==> config.mk <==
export PLATFORM = sky130hd
export DESIGN_NAME = sha256_stream_hasher
export DESIGN_NICKNAME = d
export VERILOG_FILES = /design/src/rtl/sha256_pkg.sv /design/src/rtl/sha256_win_mem.sv /design/src/rtl/sha256_stream_hasher.sv
export VERILOG_INCLUDE_DIRS = /design/src /design/src/rtl
export SDC_FILE = /design/constraint.sdc
export NUM_CORES = 2
export LEC_CHECK = 0
export BUFFER_PORTS_ARGS = -buffer_cell sky130_fd_sc_hd__buf_2
export CORE_MARGIN = 4
export CORE_UTILIZATION = 50
export CTS_CLUSTER_DIAMETER = 120
export DETAILED_ROUTE_END_ITERATION = 8
export PLACE_DENSITY = 0.65
export SLEW_MARGIN = 20
export SYNTH_ARGS = -nofsm -noshare
export SYNTH_HDL_FRONTEND = slang
export SYNTH_SLANG_ARGS = --single-unit
==> constraint.sdc <==
create_clock -name clk -period 15.5 [get_ports clk]
set_input_delay 1.55 -clock clk [delete_from_list [all_inputs] [get_ports clk]]
set_output_delay 1.55 -clock clk [all_outputs]
set_load 0.05 [all_outputs]
==> src/rtl/sha256_stream_hasher_assert.svh <==
// assertion macros for the sha256 stream hasher
`ifndef SHA256_STREAM_HASHER_ASSERT_SVH
`define SHA256_STREAM_HASHER_ASSERT_SVH
`ifndef SYNTHESIS
`define SHA_ASSERT_IMPL(label, clk, rst_n, cond, seq) \
  label: assert property (@(posedge clk) disable iff (!rst_n) (cond) |-> (seq)) \
    else $error("label failed");
`define SHA_ASSERT_NEXT(label, clk, rst_n, cond, seq) \
  label: assert property (@(posedge clk) disable iff (!rst_n) (cond) |=> (seq)) \
    else $error("label failed");
`else
`define SHA_ASSERT_IMPL(label, clk, rst_n, cond, seq)
`define SHA_ASSERT_NEXT(label, clk, rst_n, cond, seq)
`endif
`endif

==> src/rtl/sha256_pkg.sv <==
package sha256_pkg;

  localparam int BlockBytes = 64;
  localparam int WinDepth = 16;
  localparam int WinAw = 4;

  typedef enum logic [3:0] {
    ST_IDLE,
    ST_WRITE,
    ST_PAD,
    ST_LEN,
    ST_INIT,
    ST_RD,
    ST_RND,
    ST_FIN,
    ST_OUT
  } sha_state_t;

  // schedule memory write request
  typedef struct packed {
    logic              en;
    logic [WinAw-1:0]  addr;
    logic [31:0]       data;
  } win_wr_t;

  function automatic logic [31:0] rotr(input logic [31:0] v, input int n);
    rotr = (v >> n) | (v << (32 - n));
  endfunction

  function automatic logic [31:0] big_s0(input logic [31:0] v);
    big_s0 = rotr(v, 2) ^ rotr(v, 13) ^ rotr(v, 22);
  endfunction

  function automatic logic [31:0] big_s1(input logic [31:0] v);
    big_s1 = rotr(v, 6) ^ rotr(v, 11) ^ rotr(v, 25);
  endfunction

  function automatic logic [31:0] small_s0(input logic [31:0] v);
    small_s0 = rotr(v, 7) ^ rotr(v, 18) ^ (v >> 3);
  endfunction

  function automatic logic [31:0] small_s1(input logic [31:0] v);
    small_s1 = rotr(v, 17) ^ rotr(v, 19) ^ (v >> 10);
  endfunction

  function automatic logic [31:0] init_hash(input logic [2:0] i);
    case (i)
      3'd0: init_hash = 32'h6a09e667;
      3'd1: init_hash = 32'hbb67ae85;
      3'd2: init_hash = 32'h3c6ef372;
      3'd3: init_hash = 32'ha54ff53a;
      3'd4: init_hash = 32'h510e527f;
      3'd5: init_hash = 32'h9b05688c;
      3'd6: init_hash = 32'h1f83d9ab;
      default: init_hash = 32'h5be0cd19;
    endcase
  endfunction

  localparam logic [31:0] RoundK [64] = '{
    32'h428a2f98, 32'h71374491, 32'hb5c0fbcf, 32'he9b5dba5,
    32'h3956c25b, 32'h59f111f1, 32'h923f82a4, 32'hab1c5ed5,
    32'hd807aa98, 32'h12835b01, 32'h243185be, 32'h550c7dc3,
    32'h72be5d74, 32'h80deb1fe, 32'h9bdc06a7, 32'hc19bf174,
    32'he49b69c1, 32'hefbe4786, 32'h0fc19dc6, 32'h240ca1cc,
    32'h2de92c6f, 32'h4a7484aa, 32'h5cb0a9dc, 32'h76f988da,
    32'h983e5152, 32'ha831c66d, 32'hb00327c8, 32'hbf597fc7,
    32'hc6e00bf3, 32'hd5a79147, 32'h06ca6351, 32'h14292967,
    32'h27b70a85, 32'h2e1b2138, 32'h4d2c6dfc, 32'h53380d13,
    32'h650a7354, 32'h766a0abb, 32'h81c2c92e, 32'h92722c85,
    32'ha2bfe8a1, 32'ha81a664b, 32'hc24b8b70, 32'hc76c51a3,
    32'hd192e819, 32'hd6990624, 32'hf40e3585, 32'h106aa070,
    32'h19a4c116, 32'h1e376c08, 32'h2748774c, 32'h34b0bcb5,
    32'h391c0cb3, 32'h4ed8aa4a, 32'h5b9cca4f, 32'h682e6ff3,
    32'h748f82ee, 32'h78a5636f, 32'h84c87814, 32'h8cc70208,
    32'h90befffa, 32'ha4506ceb, 32'hbef9a3f7, 32'hc67178f2
  };

endpackage

==> src/rtl/sha256_win_mem.sv <==
module sha256_win_mem #(
  parameter int Depth = sha256_pkg::WinDepth
) (
  input  logic                     clk,
  input  sha256_pkg::win_wr_t      wr,
  input  logic [$clog2(Depth)-1:0] rd_addr_a,
  input  logic [$clog2(Depth)-1:0] rd_addr_b,
  output logic [31:0]              rd_data_a,
  output logic [31:0]              rd_data_b
);
  import sha256_pkg::*;

  logic [31:0] mem [Depth];

  always_ff @(posedge clk) begin
    if (wr.en) begin
      mem[wr.addr[$clog2(Depth)-1:0]] <= wr.data;
    end
    rd_data_a <= mem[rd_addr_a];
    rd_data_b <= mem[rd_addr_b];
  end
endmodule

==> src/rtl/sha256_stream_hasher.sv <==
// channel  | direction | payload
// in_      | slave     | tdata[7:0] message_byte, tuser[0] byte_valid, tlast end_of_message
// out_     | master    | tdata[31:0] digest_word, tuser[2:0] word_index, tlast last_word
//
// a data byte is accepted in idle, then read-merged-written into its schedule word
// a full block adds init, 16 rounds (read, re-read, round),
//   48 rounds (two read pairs, schedule sum, schedule write, round), then the chaining add
// padding writes each byte through pad then write, then 8 digest words, one per accepted out word
// synchronous active-low reset restores the initial hash and clears the length
// in_tready stays low while a block compresses or the digest drains
module sha256_stream_hasher (
  input  logic        clk,
  input  logic        rst_n,
  input  logic        in_tvalid,
  output logic        in_tready,
  input  logic [7:0]  in_tdata,   // [7:0] message_byte
  input  logic        in_tuser,   // [0] byte_valid
  input  logic        in_tlast,
  output logic        out_tvalid,
  input  logic        out_tready,
  output logic [31:0] out_tdata,  // [31:0] digest_word
  output logic [2:0]  out_tuser,  // [2:0] word_index
  output logic        out_tlast
);
  import sha256_pkg::*;
  `include "sha256_stream_hasher_assert.svh"

  sha_state_t state_r, state_nxt;

  logic [31:0] h_r [8];
  logic [31:0] v_r [8];
  logic [63:0] len_r;
  logic [5:0]  pos_r;
  logic [7:0]  byte_r;
  logic        last_r;      // padding pending after current byte
  logic [3:0]  padcnt_r;    // 0 = 0x80 byte, 1 = zero bytes until inlen_r selects the length bytes
  logic        inlen_r;     // in length phase
  logic [2:0]  lenidx_r;
  logic [5:0]  t_r;
  logic [1:0]  ph_r;
  logic [31:0] wa_r, wb_r;
  logic [2:0]  oidx_r;

  win_wr_t     wr;
  logic [3:0]  ra, rb;
  logic [31:0] rda, rdb;

  sha256_win_mem #(.Depth(WinDepth)) u_mem (
    .clk(clk), .wr(wr), .rd_addr_a(ra), .rd_addr_b(rb),
    .rd_data_a(rda), .rd_data_b(rdb)
  );

  // byte write path: read the word, merge byte, write back
  logic [1:0]  bsel;
  logic [31:0] merged;
  assign bsel = pos_r[1:0];
  always_comb begin
    merged = (bsel == 2'd0) ? 32'd0 : rda;
    case (bsel)
      2'd0: merged[31:24] = byte_r;
      2'd1: merged[23:16] = byte_r;
      2'd2: merged[15:8] = byte_r;
      default: merged[7:0] = byte_r;
    endcase
  end

  // round datapath
  logic [31:0] wt, t1, t2, sched;
  logic [31:0] wt_r;
  assign sched = small_s1(wa_r) + wb_r + small_s0(rda) + rdb;
  assign wt = (t_r < 6'd16) ? rda : wt_r;
  assign t1 = v_r[7] + big_s1(v_r[4]) + ((v_r[4] & v_r[5]) ^ (~v_r[4] & v_r[6]))
            + RoundK[t_r] + wt;
  assign t2 = big_s0(v_r[0]) + ((v_r[0] & v_r[1]) ^ (v_r[0] & v_r[2]) ^ (v_r[1] & v_r[2]));

  // next state
  always_comb begin
    state_nxt = state_r;
    case (state_r)
      ST_IDLE: begin
        if (in_tvalid) begin
          if (in_tuser) state_nxt = ST_WRITE;
          else if (in_tlast) state_nxt = ST_PAD;
        end
      end
      ST_WRITE: begin
        if (pos_r == 6'd63) state_nxt = ST_INIT;
        else if (last_r) state_nxt = ST_PAD;
        else state_nxt = ST_IDLE;
      end
      ST_PAD: state_nxt = ST_WRITE;
      ST_INIT: state_nxt = ST_RD;
      ST_RD: state_nxt = ST_RND;
      ST_RND: begin
        if (ph_r == 2'd3 || (t_r < 6'd16 && ph_r == 2'd1)) begin
          if (t_r == 6'd63) state_nxt = ST_FIN;
          else state_nxt = ST_RD;
        end
      end
      ST_FIN: begin
        if (last_r) state_nxt = ST_PAD;
        else state_nxt = ST_IDLE;
      end
      ST_OUT: begin
        if (out_tready && oidx_r == 3'd7) state_nxt = ST_IDLE;
      end
      default: state_nxt = ST_IDLE;
    endcase
    if (state_r == ST_FIN && last_r && inlen_r && lenidx_r == 3'd0 && pos_r == 6'd0)
      state_nxt = ST_OUT;
  end

  // outputs and memory control
  always_comb begin
    in_tready = (state_r == ST_IDLE);
    out_tvalid = (state_r == ST_OUT);
    out_tdata = h_r[oidx_r];
    out_tuser = oidx_r;
    out_tlast = (oidx_r == 3'd7);
    ra = pos_r[5:2];
    rb = 4'd0;
    wr = '0;
    case (state_r)
      ST_WRITE: begin
        wr.en = 1'b1;
        wr.addr = pos_r[5:2];
        wr.data = merged;
      end
      ST_RD: begin
        if (t_r < 6'd16) ra = t_r[3:0];
        else begin
          ra = t_r[3:0] - 4'd2;
          rb = t_r[3:0] - 4'd7;
        end
      end
      ST_RND: begin
        if (ph_r == 2'd0) begin
          if (t_r >= 6'd16) begin
            ra = t_r[3:0] - 4'd15;
            rb = t_r[3:0];
          end else begin
            ra = t_r[3:0];
          end
        end
        if (ph_r == 2'd2) begin
          wr.en = 1'b1;
          wr.addr = t_r[3:0];
          wr.data = wt_r;
        end
      end
      default: ;
    endcase
  end

  // padding byte selection
  logic [7:0] padbyte;
  always_comb begin
    if (!inlen_r) padbyte = (padcnt_r == 4'd0) ? 8'h80 : 8'h00;
    else padbyte = len_r[8*(7-lenidx_r) +: 8];
  end

  always_ff @(posedge clk) begin
    if (!rst_n) begin
      state_r <= ST_IDLE;
      len_r <= '0;
      pos_r <= '0;
      last_r <= 1'b0;
      inlen_r <= 1'b0;
      padcnt_r <= '0;
      lenidx_r <= '0;
      oidx_r <= '0;
      t_r <= '0;
      ph_r <= '0;
      for (int i = 0; i < 8; i++) h_r[i] <= init_hash(3'(i));
    end else begin
      state_r <= state_nxt;
      case (state_r)
        ST_IDLE: begin
          if (in_tvalid) begin
            byte_r <= in_tdata;
            last_r <= in_tlast;
            padcnt_r <= '0;
            inlen_r <= 1'b0;
            lenidx_r <= '0;
            if (in_tuser) len_r <= len_r + 64'd8;
          end
        end
        ST_WRITE: begin
          pos_r <= pos_r + 6'd1;
          // eight length bytes wrap lenidx back to zero at the block end
          if (last_r && inlen_r) lenidx_r <= lenidx_r + 3'd1;
        end
        ST_PAD: begin
          if (!inlen_r && padcnt_r != 4'd0 && pos_r == 6'd56) begin
            inlen_r <= 1'b1;
            byte_r <= len_r[63:56];
          end else begin
            byte_r <= padbyte;
          end
          if (!inlen_r && padcnt_r == 4'd0) padcnt_r <= 4'd1;
        end
        ST_INIT: begin
          for (int i = 0; i < 8; i++) v_r[i] <= h_r[i];
          t_r <= '0;
          ph_r <= '0;
        end
        ST_RND: begin
          if (ph_r == 2'd0) begin
            wa_r <= rda;
            wb_r <= rdb;
          end
          if (ph_r == 2'd1) wt_r <= sched;
          if (ph_r == 2'd3 || (t_r < 6'd16 && ph_r == 2'd1)) begin
            v_r[7] <= v_r[6];
            v_r[6] <= v_r[5];
            v_r[5] <= v_r[4];
            v_r[4] <= v_r[3] + t1;
            v_r[3] <= v_r[2];
            v_r[2] <= v_r[1];
            v_r[1] <= v_r[0];
            v_r[0] <= t1 + t2;
            t_r <= t_r + 6'd1;
            ph_r <= '0;
          end else begin
            ph_r <= ph_r + 2'd1;
          end
        end
        ST_FIN: begin
          for (int i = 0; i < 8; i++) h_r[i] <= h_r[i] + v_r[i];
        end
        ST_OUT: begin
          if (out_tready) begin
            oidx_r <= oidx_r + 3'd1;
            if (oidx_r == 3'd7) begin
              for (int i = 0; i < 8; i++) h_r[i] <= init_hash(3'(i));
              len_r <= '0;
              pos_r <= '0;
              last_r <= 1'b0;
              inlen_r <= 1'b0;
            end
          end
        end
        default: ;
      endcase
    end
  end

  // rounds below 16 read w[t] in ST_RD and again in phase 0; phase 1 uses it from rda

  `SHA_ASSERT_IMPL(a_no_in_busy, clk, rst_n, state_r != ST_IDLE, !in_tready)
  `SHA_ASSERT_IMPL(a_out_only_drain, clk, rst_n, out_tvalid, state_r == ST_OUT)
  `SHA_ASSERT_NEXT(a_out_hold, clk, rst_n, out_tvalid && !out_tready, $stable(oidx_r))
  `SHA_ASSERT_IMPL(a_round_range, clk, rst_n, state_r == ST_RND, ph_r <= 2'd3)
endmodule
* Word level (Yosys, flattened, before mapping) *
Memory sizes are Yosys's and may differ from the RTL's. A register that Yosys moved wholly into a read port is not among the register bits.
Cells that the tools add are included.
W data, S select, Z words.

storage, ports and cells
  bits in registers = 198
  bits in writable memories = 1024
  output and inout bits = 38
  bits in read-only memories = 2048
  memories = 4
  input port bits = 14

memories
  memory           words  bits a word  rd ports  clocked after memory_dff  write ports  RTL line                    source
  (no name shown)  64     32           1         0                         0            sha256_stream_hasher.sv:73  + RoundK[t_r] + wt;
  u_mem.mem        16     32           2         2                         1            sha256_win_mem.sv:13        logic [31:0] mem [Depth];
  h_r              8      32           9         1                         8            sha256_stream_hasher.sv:30  logic [31:0] h_r [8];
  v_r              8      32           8         0                         8            sha256_stream_hasher.sv:31  logic [31:0] v_r [8];

cells by class
  magnitude comparators = 3
  mux-type cells = 142
  eq/ne operators = 30
  $add $sub $neg = 28
  reductions and logical operators = 40
  bitwise logic cells = 53
  shift-type cells = 1

operator list
  operator                 count
  $mux W32                 68
  $add A32 B32 Y32         18
  $xor A32 B32 Y32         9
  $mux W64                 4
  $and A32 B32 Y32         5
  $pmux W64 S2             1
  $pmux W37 S2             1
  $add A64 B4 Y64 const B  1
  $mux W8                  8
  $shiftx A64 B33 Y8       1
  $mux W4                  14
  $mux W37                 1
  $not A32 Y32             1
  $or A10 B32 Y32          1
  $or A13 B32 Y32          1
  $or A14 B32 Y32          1
  $or A15 B32 Y32          1
  $or A19 B32 Y32          1
  $or A21 B32 Y32          1
  $or A25 B32 Y32          1
  $or A26 B32 Y32          1
  $or A30 B32 Y32          1
  $or A7 B32 Y32           1
  $pmux W4 S8              1
  other kinds (56)         154

* Depth between registers and ports, before layout *
An unclocked memory read counts as a cell.

  word-level depth = 10
  gate-level depth with buffers = 41
  gate-level depth less buffers = 38

* By module *
From an unflattened synthesis, not the netlist that was laid out.

second synthesis, totals
  cells, all modules = 7325
  area total of the unflattened synthesis = 82609.2 um^2

by module, submodules not included
  module                cells each  sequential area each (um^2)  instances  area an instance (um^2)
  sha256_stream_hasher  6184        19038.3                      1          58406.0
  sha256_win_mem        1141        16656.0                      1          24203.2

* Worst setup path before layout *
OpenSTA, ideal clock, no wires.

  kind = input-to-reg
  from = in rst_n
  to = mem v_r[0][0], enable pin
  setup slack = 1.672 ns
  arrival time = 12.949 ns
  buffers on the path = 3
  stages = 5
  cell sequence = clkbuf_1 inv_1 clkbuf_1 clkbuf_1 nor2_1

RTL lines
  element             RTL line                    source
  start: declaration  sha256_stream_hasher.sv:13  input logic rst_n,
  end: declaration    sha256_stream_hasher.sv:31

==> qor.yml <==
timing:
  finalCritPeriodShare_pct: 65.1
  period_minus_slack_ns: 10.08
  worst_slew_pin_slew_ns: 1.10
  slew_violations: 0
  finalSetupViolCount: 0
  setup_tns_ns: 0
  fin_skew_ns: 0.0361
  hold_violations: 0
  slew_headroom_pct: 26.8
  rsz0062_at_grt: "no"
  fmax_mhz: 99.2
grt:
  grt_pass1_wl_mm: 399
  antenna_found_initial: 3
  grt_usage_pct: 30.5
  grt_max_degree: 203
  grt_pass1_vias: 61200
  globalRouteOverflowTotal: 0
routing:
  met3_length_mm: 19.6
  wl_mm: 269
  post_drt_wl_per_cell_um: 27.0
  first_pass_iters: 8
  ant_nets: 0
  met2_length_mm: 126
  vias_per_cell: 6.33
  wl_met1_mm: 111
  routed.top_layer: "met5"
  route.detailed.drc: 0
  vias: 63200
  drt_iter0_markers: 6093
cells_and_area:
  nFillCells: 14400
  drive_above_1_share_pct: 12.5
  register_area_um2: 35700
  multi_input_area_um2: 44800
  final_nets: 8292
  area_delta_synth_final_pct: 9.00
  finish.instance_area_um2: 90600
synthesis:
  synth_top_area_cell: "edfxtp_1"
  syn-cell-area_um2: 83200
  synth_seq_cells: 1283
  synth_area_leaders: "edfxtp_1 (36%), dfxtp_1 (6.8%), ha_1 (6.1%)"
  ys_seq_area_share_pct: 42.9
  synth_top_area_share_pct: 36.1
  synth_edf_count: 1000
  yosys_warnings: 0
  yosysUniqueCellTypes: 94
  synth_nets: 8432
  synth-main-ff-cell: "edfxtp_1"
  avgSynthCellArea_um2: 10.6
  async_flop_share_pct: 0
  syn_inst: 7818
pwr:
  ir_worst_vdd_mv: 0.125
  combPwrFrac_pct: 13.2
  power.share.clock_pct: 42.1
  switchingPower_mw: 2.18
  power_frac_seq_pct: 44.8
  p_leak_nw: 33.6
  swShare_pct: 25.8
  power.density_nw_per_um2: 93.0
  intPower_mw: 6.25
setup_path:
  critPathMaxStageDelay_ns: 0.56
  endpoint: "v_r[0][31]"
  path_class: "register to register"
  critPathSlowestCell: "nand2_1"
  worstPathMaxFanout: 26
  r2r_slack_ns: 5.42
  cp_data_required_time_ns: 16.01
  r2r_cells: 38
  crit_top_cell: "a21oi_1"
  crit_path_start: "t_r[1]"
  critPathArrivalTime_ns: 10.59
  r2r_start: "t_r[1]"
  cp-start-kind: "register"
  crit_path_end_kind: "register"
  rr_endpoint: "v_r[0][31]"
outcome:
  status: "finished, final reports clean"
floorplanning:
  coreArea_um2: 165000
  die_y_um: 416
  die-width_um: 416
  fp.dieArea_um2: 173000
  rows: 149
  ioPinCount: 52
  start_util_pct: 50.3
clock_tree:
  cts_made_buffers: 148
  cts_max_level: 4
  cts_tree: "built"
  clockBufferDepth: 3
  clock-sinks: 1283
  cts_resized: 0
  clock_latency_ns: 0.81
  clk_pin_slew_worst_paths_ns: 0.06
  cts_setup_buffers: 0
  clockRootBuffer: "clkbuf_16"
  postCtsHoldBufs: 0
job:
  drv_cap: 0
place:
  gp_congestion: 0.986
  hpwl_mm: 188
  io_buffers: 51
  dpl_cell_area_um2: 85700
worst_hold_path:
  hp-class: "register to register"
[how the worst min path moves through the flow]
stage | startpoint | to | slack [ns] | cells past startpoint
after detailed placement | u_mem.rd_data_b[7] | wb_r[7] | 0.48 | 0
after global placement | h_r[7][31] | h_r[7][31] | 0.46 | 1
final | h_r[7][6] | h_r[7][6] | 0.49 | 2
after CTS | h_r[7][6] | h_r[7][6] | 0.49 | 2
after floorplan | u_mem.rd_data_a[10] | wa_r[10] | 0.41 | 0
after global routing | h_r[5][9] | h_r[5][9] | 0.50 | 2
[stage by stage]
| step | util [%] | hold WS [ns] | power, mW | std cells | worst slack (ns) |
|---|---|---|---|---|---|
| detailed placement | 51.9 | 0.481 | 4.94 | 9716 | 5.59 |
| floorplan | - | 0.406 | 4.65 | 7818 | 1.67 |
| finish | 54.9 | 0.487 | 8.43 | 9991 | 5.42 |
| global route | 54.9 | 0.503 | 8.75 | 9990 | 4.86 |
| global placement | 51.9 | 0.463 | 4.93 | 9716 | 5.64 |
| CTS | 54.9 | 0.492 | 8.47 | 9989 | 5.53 |
[layer usage]
layer / vias up / GRT usage [%]
met1: 31500 / 40.8
met4: 2 / 13.7
li1: 28500 / -
met2: 2660 / 49.4
met5: - / 0
met3: 582 / 4.54
[registers in the layout (all words and copies together), names as in the netlist, 3 cells and up, named ones only]
signal,count
byte_r,8
h_r,256
len_r,61
lenidx_r,3
out_tuser,3
pos_r,6
state_r,4
t_r,6
u_mem.mem,512
u_mem.rd_data_a,32
u_mem.rd_data_b,32
v_r,256
wa_r,32
wb_r,32
wt_r,32
[kinds of logic after synthesis]
family	after synthesis	synth area share, %
AO/OA/AOI/OAI	1977	15.3
multiplexers	491	9.42
adder cells (fa/ha/maj)	604	10.8
buffers and inverters	775	3.58
AND/OR/NAND/NOR	2059	11.3
flip-flops	1283	42.9
XOR/XNOR	629	6.62
[synthesized netlist by cell type (207+ instances only)]
cell type,number
inv_1,299
edfxtp_1,1000
nand2_1,942
nor2_1,394
clkbuf_1,386
mux4_2,207
dfxtp_1,283
a211oi_1,242
o21ai_0,406
ha_1,405
a21o_1,224
xnor2_1,394
a21oi_1,511
xor2_1,235
mux2_2,260
[cells in the final DEF (no fill, tap or decap), types with 54 or more instances in the layout]
master / n
and2_1: 179
a31oi_1: 141
a311oi_1: 71
nor3_1: 104
nor2_1: 378
nand3_1: 107
buf_4: 125
dfxtp_1: 276
xnor2_1: 394
and3_1: 58
nor2b_1: 54
a21oi_1: 510
xor2_1: 235
ha_1: 405
clkbuf_16: 156
nand2b_1: 62
fa_1: 195
inv_1: 296
a21o_1: 224
mux4_2: 207
o21ai_0: 392
a211oi_1: 241
edfxtp_1: 1000
nand2_1: 938
mux2_2: 260
[worst max-delay path: cells and delay by family (launching register included)]
family | cells | cell delay, ns
AOI/OAI and AO/OA | 16 | 3.57
adders and majority gates | 7 | 2.97
xor gates and xnor gates | 2 | 0.42
DFF | 1 | 0.30
and+or+nand+nor | 8 | 1.58
buffers and inverters | 5 | 0.92
[area by class of cell]
class | count | share of cell area [%]
clock buffers | 212 | 4.73
inverters | 303 | 1.26
diodes | 1 | 0.00276
clock inverters | 61 | 0.679
flip-flops and latches | 1283 | 39.4
well taps | 2189 | 3.02
multi-input cells | 5760 | 49.5
repair buffers | 182 | 1.45
[power by group through the flow]
stage | logic, mW | clock network [mW] | registers (mW)
after floorplan | 0.828 | 0 | 3.82
after global placement | 1.08 | 0 | 3.85
after detailed placement | 1.09 | 0 | 3.85
after CTS | 1.10 | 3.60 | 3.77
after global routing | 1.22 | 3.75 | 3.77
final | 1.11 | 3.55 | 3.77
No activity file was read; power rests on OpenSTA's default activity.
